`config.mk`:
```
export PLATFORM = sky130hd
export DESIGN_NAME = paged_free_list_allocator_flat
export DESIGN_NICKNAME = d
export VERILOG_FILES = /design/src/rtl/pfla_pkg.sv /design/src/rtl/pfla_if.sv /design/src/rtl/pfla_ram.sv /design/src/rtl/paged_free_list_allocator.sv /design/src/flat_wrapper.sv
export VERILOG_INCLUDE_DIRS = /design/src /design/src/rtl
export SDC_FILE = /design/constraint.sdc
export NUM_CORES = 2
export LEC_CHECK = 0
export BUFFER_PORTS_ARGS = -buffer_cell sky130_fd_sc_hd__buf_4
export CAP_MARGIN = 0
export CORE_MARGIN = 2
export CORE_UTILIZATION = 63
export DETAILED_ROUTE_END_ITERATION = 10
export HOLD_SLACK_MARGIN = 0.05
export PLACE_DENSITY_LB_ADDON = 0.12
export RECOVER_POWER = 50
export SETUP_SLACK_MARGIN = 0.2
export SYNTH_ARGS = -nofsm -noshare
export SYNTH_HDL_FRONTEND = slang
export SYNTH_SLANG_ARGS = --single-unit
```
`constraint.sdc`:
```
create_clock -name clock -period 21.9 [get_ports clock]
set_clock_uncertainty 0.05 [all_clocks]
set_input_delay 4.38 -clock clock [delete_from_list [all_inputs] [get_ports clock]]
set_output_delay 4.38 -clock clock [all_outputs]
set_load 0.02 [all_outputs]
```
`src/rtl/assert_macros.svh`:
```
// ----------------------------------------------------------------------------
// assert_macros.svh
// Shared concurrent assertion macros for the RTL.
// ----------------------------------------------------------------------------
`ifndef ASSERT_MACROS_SVH
`define ASSERT_MACROS_SVH

// clocked check, muted while reset is high
`define ASSERT_CLK(label, clk, rst, prop, msg) \
   label: assert property (@(posedge clk) disable iff (rst) prop) else $error(msg);

// clocked check that also runs through reset
`define ASSERT_ALWAYS(label, clk, prop, msg) \
   label: assert property (@(posedge clk) prop) else $error(msg);

`endif

```
`src/rtl/pfla_pkg.sv`:
```
// ----------------------------------------------------------------------------
// pfla_pkg
// Types and constants of the paged free-list allocator.
// ----------------------------------------------------------------------------
package pfla_pkg;

   localparam int HANDLE_W       = 8;
   localparam int LINK_W         = HANDLE_W + 1;
   localparam int LINK_DEPTH     = 1 << HANDLE_W;
   localparam int PAGES_W        = 4;
   localparam int PAGE_SLOTS_DEF = 32;
   localparam int MAX_PAGES_DEF  = 8;

   localparam logic [PAGES_W-1:0] PAGE_LIMIT_RST = 4'd8;

   typedef enum logic {
      FUNC_BORROW = 1'b0,
      FUNC_RETURN = 1'b1
   } func_type;

   // bit 8 valid, bits 7..0 handle
   typedef struct packed {
      logic                valid;
      logic [HANDLE_W-1:0] handle;
   } link_type;

   typedef enum logic [2:0] {
      ST_IDLE,
      ST_READ,
      ST_RET,
      ST_PROV,
      ST_PEND
   } state_type;

endpackage

```
`src/rtl/pfla_if.sv`:
```
// ----------------------------------------------------------------------------
// pfla_req_if / pfla_rsp_if
// Valid/ready channels for allocator requests and responses.
// ----------------------------------------------------------------------------
interface pfla_req_if import pfla_pkg::*; ();
   logic                valid;
   logic                ready;
   logic                func;
   logic [HANDLE_W-1:0] handle;
   logic                handle_present;

   modport source (output valid, func, handle, handle_present, input ready);
   modport sink   (input valid, func, handle, handle_present, output ready);
endinterface

interface pfla_rsp_if import pfla_pkg::*; ();
   logic                valid;
   logic                ready;
   logic                granted;
   logic [HANDLE_W-1:0] granted_handle;
   logic [PAGES_W-1:0]  pages_used;

   modport source (output valid, granted, granted_handle, pages_used, input ready);
   modport sink   (input valid, granted, granted_handle, pages_used, output ready);
endinterface

```
`src/rtl/pfla_ram.sv`:
```
// ----------------------------------------------------------------------------
// pfla_ram
// Generic simple dual-port RAM, one write and one registered read port.
// ----------------------------------------------------------------------------
module pfla_ram #(
   parameter int WIDTH  = 9,
   parameter int DEPTH  = 256,
   parameter int ADDR_W = $clog2(DEPTH)
) (
   input  logic              clock,
   input  logic              we,
   input  logic [ADDR_W-1:0] waddr,
   input  logic [WIDTH-1:0]  wdata,
   input  logic [ADDR_W-1:0] raddr,
   output logic [WIDTH-1:0]  rdata
);

   logic [WIDTH-1:0] mem [DEPTH];
   logic [WIDTH-1:0] rdata_ff;

   always_ff @(posedge clock) begin
      if (we) begin
         mem[waddr] <= wdata;
      end
      rdata_ff <= mem[raddr];
   end

   assign rdata = rdata_ff;

endmodule

```
`src/rtl/paged_free_list_allocator.sv`:
```
// ----------------------------------------------------------------------------
// paged_free_list_allocator
// Free list of 8-bit buffer handles kept as links in a 256-entry memory.
// ----------------------------------------------------------------------------
// One request word at a time. A borrow served from the list waits in ST_READ
// for the link memory's registered read, and a return makes the second link
// write in ST_RET, before the response is loaded. A borrow that finds the
// list empty provisions a page by writing its slot links one per cycle
// through the single write port, or fails if no page can be provisioned.
// The next request word is accepted the cycle after the response is loaded
// into the output register, and a stalled response holds the block in its
// last step. The link memory needs no clearing after reset.
module paged_free_list_allocator import pfla_pkg::*; #(
   parameter int PAGE_SLOTS = PAGE_SLOTS_DEF,
   parameter int MAX_PAGES  = MAX_PAGES_DEF
) (
   input  logic               clock,
   input  logic               reset,
   pfla_req_if.sink           req_ch,
   pfla_rsp_if.source         rsp_ch,
   input  logic               csr_we,
   input  logic [PAGES_W-1:0] csr_wdata
);

   `include "assert_macros.svh"

   localparam int SLOT_W = (PAGE_SLOTS > 1) ? $clog2(PAGE_SLOTS) : 1;
   localparam logic [SLOT_W-1:0]   SLOT_LAST = SLOT_W'(PAGE_SLOTS - 1);
   localparam logic [HANDLE_W-1:0] PAGE_STEP = HANDLE_W'(PAGE_SLOTS);

   state_type state_ff, state_in;
   link_type  head_ff, head_in;
   link_type  tail_ff, tail_in;
   link_type  tail_prov;
   logic [PAGES_W-1:0]  pages_ff, pages_in;
   logic [PAGES_W-1:0]  limit_ff, limit_in;
   logic [HANDLE_W-1:0] base_ff, base_in;
   logic [HANDLE_W-1:0] walk_ff, walk_in;
   logic [SLOT_W-1:0]   cnt_ff, cnt_in;
   logic                func_ff, func_in;
   logic [HANDLE_W-1:0] hnd_ff, hnd_in;
   logic                pres_ff, pres_in;

   logic                rsp_valid_ff, rsp_valid_in;
   logic                rsp_granted_ff, rsp_granted_in;
   logic [HANDLE_W-1:0] rsp_handle_ff, rsp_handle_in;
   logic [PAGES_W-1:0]  rsp_pages_ff, rsp_pages_in;

   logic                ram_we;
   logic [HANDLE_W-1:0] ram_waddr;
   logic [LINK_W-1:0]   ram_wdata;
   logic [LINK_W-1:0]   ram_rdata;

   logic out_free;
   logic can_prov;

   pfla_ram #(
      .WIDTH (LINK_W),
      .DEPTH (LINK_DEPTH)
   ) u_link_ram (
      .clock (clock),
      .we    (ram_we),
      .waddr (ram_waddr),
      .wdata (ram_wdata),
      .raddr (head_ff.handle),
      .rdata (ram_rdata)
   );

   assign out_free = !rsp_valid_ff || rsp_ch.ready;
   assign can_prov = (pages_ff < limit_ff) && (32'(pages_ff) < MAX_PAGES);

   // tail after page provisioning, before the grant check
   assign tail_prov = tail_ff.valid ? tail_ff : link_type'{valid: 1'b1, handle: walk_ff};

   always_comb begin
      state_in       = state_ff;
      head_in        = head_ff;
      tail_in        = tail_ff;
      pages_in       = pages_ff;
      base_in        = base_ff;
      walk_in        = walk_ff;
      cnt_in         = cnt_ff;
      func_in        = func_ff;
      hnd_in         = hnd_ff;
      pres_in        = pres_ff;
      limit_in       = csr_we ? csr_wdata : limit_ff;
      rsp_valid_in   = rsp_valid_ff && !rsp_ch.ready;
      rsp_granted_in = rsp_granted_ff;
      rsp_handle_in  = rsp_handle_ff;
      rsp_pages_in   = rsp_pages_ff;
      ram_we         = 1'b0;
      ram_waddr      = hnd_ff;
      ram_wdata      = '0;

      unique case (state_ff)
         ST_IDLE: begin
            if (req_ch.valid) begin
               func_in = req_ch.func;
               hnd_in  = req_ch.handle;
               pres_in = req_ch.handle_present;
               if (req_ch.func == FUNC_RETURN) begin
                  // clear the returned entry's link now, tail link in ST_RET
                  ram_we    = req_ch.handle_present;
                  ram_waddr = req_ch.handle;
                  ram_wdata = '0;
                  state_in  = ST_RET;
               end else begin
                  state_in = ST_READ;
               end
            end
         end

         ST_READ: begin
            if (head_ff.valid) begin
               if (out_free) begin
                  head_in        = link_type'(ram_rdata);
                  if (tail_ff.valid && tail_ff.handle == head_ff.handle) begin
                     tail_in = '0;
                  end
                  rsp_valid_in   = 1'b1;
                  rsp_granted_in = 1'b1;
                  rsp_handle_in  = head_ff.handle;
                  rsp_pages_in   = pages_ff;
                  state_in       = ST_IDLE;
               end
            end else if (can_prov) begin
               walk_in  = base_ff;
               cnt_in   = '0;
               state_in = ST_PROV;
            end else if (out_free) begin
               rsp_valid_in   = 1'b1;
               rsp_granted_in = 1'b0;
               rsp_handle_in  = '0;
               rsp_pages_in   = pages_ff;
               state_in       = ST_IDLE;
            end
         end

         ST_RET: begin
            if (out_free) begin
               if (pres_ff) begin
                  ram_we    = tail_ff.valid;
                  ram_waddr = tail_ff.handle;
                  ram_wdata = {1'b1, hnd_ff};
                  tail_in   = link_type'{valid: 1'b1, handle: hnd_ff};
                  if (!head_ff.valid) begin
                     head_in = link_type'{valid: 1'b1, handle: hnd_ff};
                  end
               end
               rsp_valid_in   = 1'b1;
               rsp_granted_in = 1'b0;
               rsp_handle_in  = '0;
               rsp_pages_in   = pages_ff;
               state_in       = ST_IDLE;
            end
         end

         ST_PROV: begin
            // link slots in order; the last slot takes the old head
            ram_we    = 1'b1;
            ram_waddr = walk_ff;
            ram_wdata = (cnt_ff != SLOT_LAST) ? {1'b1, walk_ff + 1'b1} : head_ff;
            if (cnt_ff == SLOT_LAST) begin
               state_in = ST_PEND;
            end else begin
               walk_in = walk_ff + 1'b1;
               cnt_in  = cnt_ff + 1'b1;
            end
         end

         ST_PEND: begin
            if (out_free) begin
               // walk_ff holds the page's last slot here
               if (PAGE_SLOTS > 1) begin
                  head_in = link_type'{valid: 1'b1, handle: base_ff + 1'b1};
               end else begin
                  head_in = head_ff;
               end
               if (tail_prov.valid && tail_prov.handle == base_ff) begin
                  tail_in = '0;
               end else begin
                  tail_in = tail_prov;
               end
               pages_in       = pages_ff + 1'b1;
               base_in        = base_ff + PAGE_STEP;
               rsp_valid_in   = 1'b1;
               rsp_granted_in = 1'b1;
               rsp_handle_in  = base_ff;
               rsp_pages_in   = pages_ff + 1'b1;
               state_in       = ST_IDLE;
            end
         end

         default: begin
            state_in = ST_IDLE;
         end
      endcase
   end

   always_ff @(posedge clock) begin
      if (reset) begin
         state_ff     <= ST_IDLE;
         head_ff      <= '0;
         tail_ff      <= '0;
         pages_ff     <= '0;
         base_ff      <= '0;
         limit_ff     <= PAGE_LIMIT_RST;
         rsp_valid_ff <= 1'b0;
      end else begin
         state_ff     <= state_in;
         head_ff      <= head_in;
         tail_ff      <= tail_in;
         pages_ff     <= pages_in;
         base_ff      <= base_in;
         limit_ff     <= limit_in;
         rsp_valid_ff <= rsp_valid_in;
      end
   end

   always_ff @(posedge clock) begin
      walk_ff        <= walk_in;
      cnt_ff         <= cnt_in;
      func_ff        <= func_in;
      hnd_ff         <= hnd_in;
      pres_ff        <= pres_in;
      rsp_granted_ff <= rsp_granted_in;
      rsp_handle_ff  <= rsp_handle_in;
      rsp_pages_ff   <= rsp_pages_in;
   end

   assign req_ch.ready          = (state_ff == ST_IDLE);
   assign rsp_ch.valid          = rsp_valid_ff;
   assign rsp_ch.granted        = rsp_granted_ff;
   assign rsp_ch.granted_handle = rsp_handle_ff;
   assign rsp_ch.pages_used     = rsp_pages_ff;

   `ASSERT_CLK(a_pages_bound, clock, reset, 32'(pages_ff) <= MAX_PAGES,
      "more pages provisioned than the pool allows")
   `ASSERT_CLK(a_prov_writes, clock, reset, (state_ff == ST_PROV) |-> ram_we,
      "page walk cycle without a link write")
   `ASSERT_CLK(a_rsp_source, clock, reset, $rose(rsp_valid_ff) |-> $past(state_ff != ST_IDLE),
      "response word appeared without a request in flight")
   `ASSERT_CLK(a_ret_links, clock, reset,
      (state_ff == ST_RET && out_free && pres_ff) |=> (tail_ff.valid && head_ff.valid),
      "return left the free list without a head or tail")

endmodule
```
`src/flat_wrapper.sv`:
```
// flat-port wrapper written by rule: the top's interface ports become plain ports
module paged_free_list_allocator_flat import pfla_pkg::*;
#(
   parameter int PAGE_SLOTS = PAGE_SLOTS_DEF,
   parameter int MAX_PAGES  = MAX_PAGES_DEF
)
  (clock, reset, csr_we, csr_wdata, req_ch_valid, req_ch_func, req_ch_handle, req_ch_handle_present, req_ch_ready, rsp_ch_valid, rsp_ch_granted, rsp_ch_granted_handle, rsp_ch_pages_used, rsp_ch_ready);
  pfla_req_if req_ch_i ();
  pfla_rsp_if rsp_ch_i ();
  input  logic clock;
  input  logic reset;
  input  logic csr_we;
  input  logic [PAGES_W-1:0] csr_wdata;
  input wire logic [$bits(req_ch_i.valid)-1:0] req_ch_valid;
  input wire logic [$bits(req_ch_i.func)-1:0] req_ch_func;
  input wire logic [$bits(req_ch_i.handle)-1:0] req_ch_handle;
  input wire logic [$bits(req_ch_i.handle_present)-1:0] req_ch_handle_present;
  output wire logic [$bits(req_ch_i.ready)-1:0] req_ch_ready;
  output wire logic [$bits(rsp_ch_i.valid)-1:0] rsp_ch_valid;
  output wire logic [$bits(rsp_ch_i.granted)-1:0] rsp_ch_granted;
  output wire logic [$bits(rsp_ch_i.granted_handle)-1:0] rsp_ch_granted_handle;
  output wire logic [$bits(rsp_ch_i.pages_used)-1:0] rsp_ch_pages_used;
  input wire logic [$bits(rsp_ch_i.ready)-1:0] rsp_ch_ready;
  assign req_ch_i.valid = req_ch_valid;
  assign req_ch_i.func = req_ch_func;
  assign req_ch_i.handle = req_ch_handle;
  assign req_ch_i.handle_present = req_ch_handle_present;
  assign req_ch_ready = req_ch_i.ready;
  assign rsp_ch_valid = rsp_ch_i.valid;
  assign rsp_ch_granted = rsp_ch_i.granted;
  assign rsp_ch_granted_handle = rsp_ch_i.granted_handle;
  assign rsp_ch_pages_used = rsp_ch_i.pages_used;
  assign rsp_ch_i.ready = rsp_ch_ready;
  paged_free_list_allocator #(.PAGE_SLOTS(PAGE_SLOTS), .MAX_PAGES(MAX_PAGES)) u_core (.clock(clock), .reset(reset), .req_ch(req_ch_i), .rsp_ch(rsp_ch_i), .csr_we(csr_we), .csr_wdata(csr_wdata));
endmodule
```
---- Word-level counts from Yosys, hierarchy flattened ----
Memories as Yosys holds them, arrays and structs flattened. A register that Yosys moved wholly into a read port is not among the register bits.
Index checks and enable logic that the tools add are counted.
storage, ports and cells
  bits in registers ....................... 73
  bits in writable memories ............... 2304
  logic and storage cells ................. 134
  memories ................................ 1
cells by class
  reduce and logical (&&, ||, !) cells .... 21
  muxes and demuxes ....................... 67
  equality and inequality tests ........... 22
  magnitude comparators ................... 2
  add/subtract/negate cells ............... 5
memory list
  memory                 depth  bits a word  read ports  clocked after memory_dff  write ports  RTL line        source
  u_core.u_link_ram.mem  256    9            1           1                         1            pfla_ram.sv:18  logic [WIDTH-1:0] mem [DEPTH];
operators with widths
  operator                                                         count
  9-bit two-way mux                                                15
  8-bit two-way mux                                                14
  9-bit one-hot mux with 3 select lines                            2
  8-bit one-hot mux with 3 select lines                            2
  9-bit one-hot mux with 2 select lines                            1
  8-bit by 1-bit adder with 8-bit output, second input constant    2
  8-bit == test                                                    2
  4-bit two-way mux                                                4
  2-bit by 1-bit != test with 1-bit output, second input constant  8
  8-bit one-hot mux with 2 select lines                            1
  3-bit two-way mux                                                5
  5-bit two-way mux                                                3
  7-bit AND reduction                                              2
  1-bit two-way mux                                                13
  3-bit one-hot mux with 4 select lines                            1
  4-bit one-hot mux with 3 select lines                            1
  4-bit AND reduction                                              3
  5-bit one-hot mux with 2 select lines                            1
  8-bit by 6-bit adder with 8-bit output, second input constant    1
  2-bit != test, second input constant                             4
  2-bit AND reduction                                              4
  3-bit by 2-bit == test with 1-bit output, second input constant  2
  1-bit one-hot mux with 3 select lines                            2
  5-bit by 1-bit adder with 5-bit output, second input constant    1
  other kinds (20)                                                 23

---- Longest topological paths before layout ----
  depth in word-level cells ............... 6
  depth in mapped cells ................... 11
  depth with buffers taken out ............ 8

---- By module ----
Synthesis repeated with hierarchy kept, for this count alone.
second synthesis, totals
  cell total of the unflattened synthesis .. 4639
  area total of the unflattened synthesis .. 93113.1 um^2
by module, submodules not included
  module                     area each (um^2)  sequential area each (um^2)  instances  cells an instance
  pfla_ram                   89278.1           69366.5                      1          4237
  paged_free_list_allocator  3834.9            1711.6                       1          402

---- Worst setup path after synthesis ----
OpenSTA, ideal clock, no wires.
  path kind ............................... input to register
  from .................................... input port rsp_ch_ready
  to ...................................... memory u_core.u_link_ram.mem[0][2] (data pin)
  library setup time ...................... 2187 ps
  cell stages on the path ................. 3
  data required time ...................... 19663 ps
  slack ................................... 5133 ps
  arrival ................................. 14530 ps
  path buffers ............................ 0
  cell sequence ........................... nand2b_1 nand2_1 o21ai_0
on the way
  cells in the longest elaborated chain, start to end .. 3
RTL lines
  what                                   RTL line                          source
  start, declared                        flat_wrapper.sv:23                input wire logic [$bits(rsp_ch_i.ready)-1:0] rsp_ch_ready;
  1-bit logical OR                       paged_free_list_allocator.sv:69   assign out_free = !rsp_valid_ff || rsp_ch.ready;
  9-bit two-way mux                      paged_free_list_allocator.sv:140  if (out_free) begin
  9-bit one-hot mux with 2 select lines  paged_free_list_allocator.sv:95   unique case (state_ff)
  net u_core.ram_wdata[2]                paged_free_list_allocator.sv:51   logic [LINK_W-1:0] ram_wdata;
  end, declared                          pfla_ram.sv:18
The timed path passes the listed nets, and every way through them passes these cells.

---- Final worst setup path ----
  from .................................... input port rsp_ch_ready
  to ...................................... memory u_core.u_link_ram.mem[65][1] (data pin)
Same word-level chain as after synthesis.

==> results.sh <==
export IMPL_status="finished with violations"
export IMPL_failed_checks="capacitance limit, slew limit"
export IMPL_synth_cell_types=71
export IMPL_cp_cell_sequence="clkbuf_1 -> nand2b_1 -> nand2_1 -> o22ai_1 -> clkbuf_1"
export IMPL_synthesis_area_um2=92590
export IMPL_yosysWarnings=0
export IMPL_clk_pin_slew_ps=60
export IMPL_drv_cap=35
export IMPL_synth_simple_gate_area_frac=0.02899
export IMPL_swShare=0.2309
export IMPL_area_growth_pct=9.740
export IMPL_cpMostUsedCell="clkbuf_1"
export IMPL_routed_wl_mm=232.6
export IMPL_hp_class="flip-flop to flip-flop"
export IMPL_leakage_nw=31.65
export IMPL_synth_avg_cell_area_um2=20.42
export IMPL_portBuffers=33
export IMPL_crit_end="u_core.u_link_ram.mem[65][1]"
export IMPL_synth_xor_area_share=0.002743
export IMPL_cts_root_buffer="clkbuf_16"
export IMPL_period_share=0.6536
export IMPL_place_area_um2=94810
export IMPL_drive_gt1_frac=0.2065
export IMPL_grt_pass1_vias=45820
export IMPL_timing_rr_end="u_core.u_link_ram.rdata[5]"
export IMPL_crit_slowest_cell="clkbuf_1"
export IMPL_combPwrFrac=0.081
export IMPL_detail_route_antenna_nets=0
export IMPL_drtPass1Iterations=7
export IMPL_routed_via_density=7.027
export IMPL_cp_data_required_time_ps=21130
export IMPL_drc=0
export IMPL_cts_max_level=4
export IMPL_globalRouteOverflowTotal=0
export IMPL_ios=34
export IMPL_pwr_share_clk=0.394
export IMPL_cts_num_sinks=2381
export IMPL_worst_path_buf_inv=2
export IMPL_stdcell_area_um2=101600
export IMPL_start_util=0.6353
export IMPL_final_cells=6701
export IMPL_worstSetupStartpoint="rsp_ch_ready"
export IMPL_cts_tree="built"
export IMPL_synth_fa_ha_area_frac=0.001081
export IMPL_core_area_um2=145700
export IMPL_p_int_mw=7.459
export IMPL_cts_buffers=224
export IMPL_crit_cells=5
export IMPL_arrival_ps=13540
export IMPL_gp_congestion=0.8957
export IMPL_grtUsageTotal=0.3120
export IMPL_drtIter0Drc=6690
export IMPL_finalSetupTns_ps=0
export IMPL_nets=4624
export IMPL_clk_latency_ps=850
export IMPL_power_density_nw_per_um2=95.46
export IMPL_critPathTopFamily="buffers and inverters"
export IMPL_rsz0062_at_grt="false"
export IMPL_ys_ff_latch=2381
export IMPL_die_w_um=387.4
export IMPL_synth_edf_count=2339
export IMPL_slew_headroom=-5.356
export IMPL_grt_pass1_wl_mm=332.7
export IMPL_ys_seq_area_frac=0.7677
export IMPL_r2r_start="u_core.head_ff[0]"
export IMPL_synthMuxAreaShare=0.1401
export IMPL_critPathKind="input pin to flip-flop"
export IMPL_cts_setup_buffers=0
export IMPL_place_inst=6288
export IMPL_wl_per_cell_um=34.72
export IMPL_cp_start_kind="input pin"
export IMPL_core_rowCount=140
export IMPL_ys_async_sr_fraction=0
export IMPL_setup_viol=0
export IMPL_seqPwrFrac=0.525
export IMPL_p_switching_mw=2.240
export IMPL_die_area_um2=150000
export IMPL_dp_hpwl_mm=136.5
export IMPL_die_h_um=387.4
export IMPL_hold_buffers=0
export IMPL_worst_path_max_fanout=164
export IMPL_grt_max_degree=171
export IMPL_cts_buffer_depth=3
export IMPL_slew_violations=2308
export IMPL_finalWorstSetupSlack_ps=7587
export IMPL_syn_nets=4561
export IMPL_end_kind="flip-flop"
export IMPL_cp_slowest_stage_delay_ps=6510
export IMPL_syn_inst=4534
export IMPL_achievable_frequency_ghz=0.06986
export IMPL_dpl_worst_slack_ps=13130
export IMPL_synth_main_ff_cell="edfxtp_1"
export IMPL_finalHoldViolCount=0
export IMPL_num_antenna_cells=0
export IMPL_post_route_min_period_ps=14310
export IMPL_r2r_cells=8
export IMPL_vias=47090
export IMPL_synth_top_family_by_area="multiplexers"
export IMPL_max_slew_worst_pin_slew_ps=9534
export IMPL_r2r_slack_ps=9450
export IMPL_irDropWorstVdd_uv=84.12
export IMPL_cts_resized=0
export IMPL_antenna_found_initial=7
export IMPL_synth_compound_area_frac=0.04461
logic make-up after synthesis:
kind of cell / Yosys count
flip-flops: 2381
multiplexers: 643
AND/OR/NAND/NOR: 591
AO/OA/AOI/OAI: 590
buffers and inverters: 292
XOR/XNOR: 29
adder cells (fa/ha/maj): 8
synth_stat cells, types with 7 or more instances:
cell type | count | area (um2)
a31oi_1 | 15 | 93.84
nand3_1 | 17 | 85.08
nor2b_1 | 8 | 50.05
mux2_2 | 20 | 225.2
edfxtp_1 | 2339 | 70240
and2_1 | 14 | 87.58
buf_6 | 9 | 101.4
inv_1 | 9 | 33.78
nor4_1 | 46 | 287.8
a22oi_1 | 252 | 1892
clkbuf_1 | 104 | 390.4
nor2_1 | 332 | 1246
nand2_2 | 7 | 43.79
a211oi_1 | 25 | 187.7
xnor2_1 | 12 | 105.1
a22o_1 | 8 | 70.07
mux4_2 | 520 | 11710
dfxtp_1 | 42 | 840.8
nand2_1 | 106 | 397.9
buf_4 | 18 | 135.1
a21oi_1 | 146 | 730.7
o221ai_1 | 38 | 332.8
nand2b_1 | 11 | 68.82
and3_1 | 12 | 75.07
nand3_2 | 9 | 90.09
ha_1 | 8 | 100.1
mux2i_1 | 103 | 1031
o22ai_1 | 32 | 200.2
o21ai_0 | 30 | 150.1
buf_2 | 115 | 575.6
buf_1 | 35 | 131.4
xor2_1 | 17 | 148.9
worst min path at each step:
| stage | startpoint | endpoint | slack [ps] | depth (start not counted) |
|---|---|---|---|---|
| after floorplan | u_core.u_link_ram.rdata[1] | u_core.head_ff[1] | 390 | 2 |
| after CTS | u_core.limit_ff[1] | u_core.limit_ff[1] | 450 | 2 |
| final | u_core.limit_ff[1] | u_core.limit_ff[1] | 450 | 2 |
| after global placement | u_core.limit_ff[1] | u_core.limit_ff[1] | 430 | 2 |
| after global routing | u_core.limit_ff[1] | u_core.limit_ff[1] | 470 | 2 |
| after detailed placement | u_core.limit_ff[1] | u_core.limit_ff[1] | 440 | 2 |
per-stage QoR:
stage / util / hold slack, ps / power, mW
3_5_place_dp: 0.6506 / 435.5 / 5.946
3_3_place_gp: 0.6506 / 427.2 / 5.939
4_1_cts: 0.7002 / 449.7 / 9.707
6_report: 0.6972 / 447.6 / 9.699
2_1_floorplan: - / 394.0 / 5.678
5_1_grt: 0.6972 / 471.9 / 9.946
power groups by stage:
stage                     Sequential (mW)  Clock (mW)  Combinational, mW
after floorplan                      5.20           0              0.478
after global routing                 5.09        4.04              0.816
after global placement               5.17           0              0.772
after detailed placement             5.17           0              0.779
after CTS                            5.07        3.86              0.781
final                                5.09        3.82              0.784
final cells by class:
cell class                 instances  area [um2]
clock buffer                     255        5786
clock inverter                   158        1446
fill                            8886       44130
inverter                          11       41.29
multi-input combinational       1861       20110
sequential                      2381       71090
tap                             1917        2399
timing repair buffer             118       742.0
per-layer routing:
layer / track usage / up-vias / routed length, um
li1: - / 19050 / -
met1: 0.4561 / 24460 / 89160
met2: 0.4674 / 3151 / 107300
met3: 0.08100 / 428 / 27700
met4: 0.1062 / 2 / 8492
met5: 0 / - / 13
cell usage in the layout, fill, tap and decap left out, types with 47 or more instances in the layout:
cell       Yosys  routed
nor4_1        46      47
nor2_1       332     331
nand2_1      106     104
buf_4         18      58
edfxtp_1    2339    2339
mux4_2       520     520
a21oi_1      146     147
mux2i_1      103     103
clkbuf_16      0     227
a22oi_1      252     252
clkbuf_1     104      82
tightest hold or removal path, stage by stage, from the launching register on:
cell and delay (ps):
dfxtp_1 320, mux2i_1 60, nor2_1 80
flip-flops by register name (all words and copies together), names as in the netlist, 5 cells and up, named ones only:
register and count:
u_core.rsp_ch.granted_handle 8, u_core.walk_ff 8, u_core.tail_ff 9, u_core.u_link_ram.rdata 9, u_core.cnt_ff 5, u_core.head_ff 9
u_core.hnd_ff 8, u_core.u_link_ram.mem 2304
(Power assumes the default switching activity.)
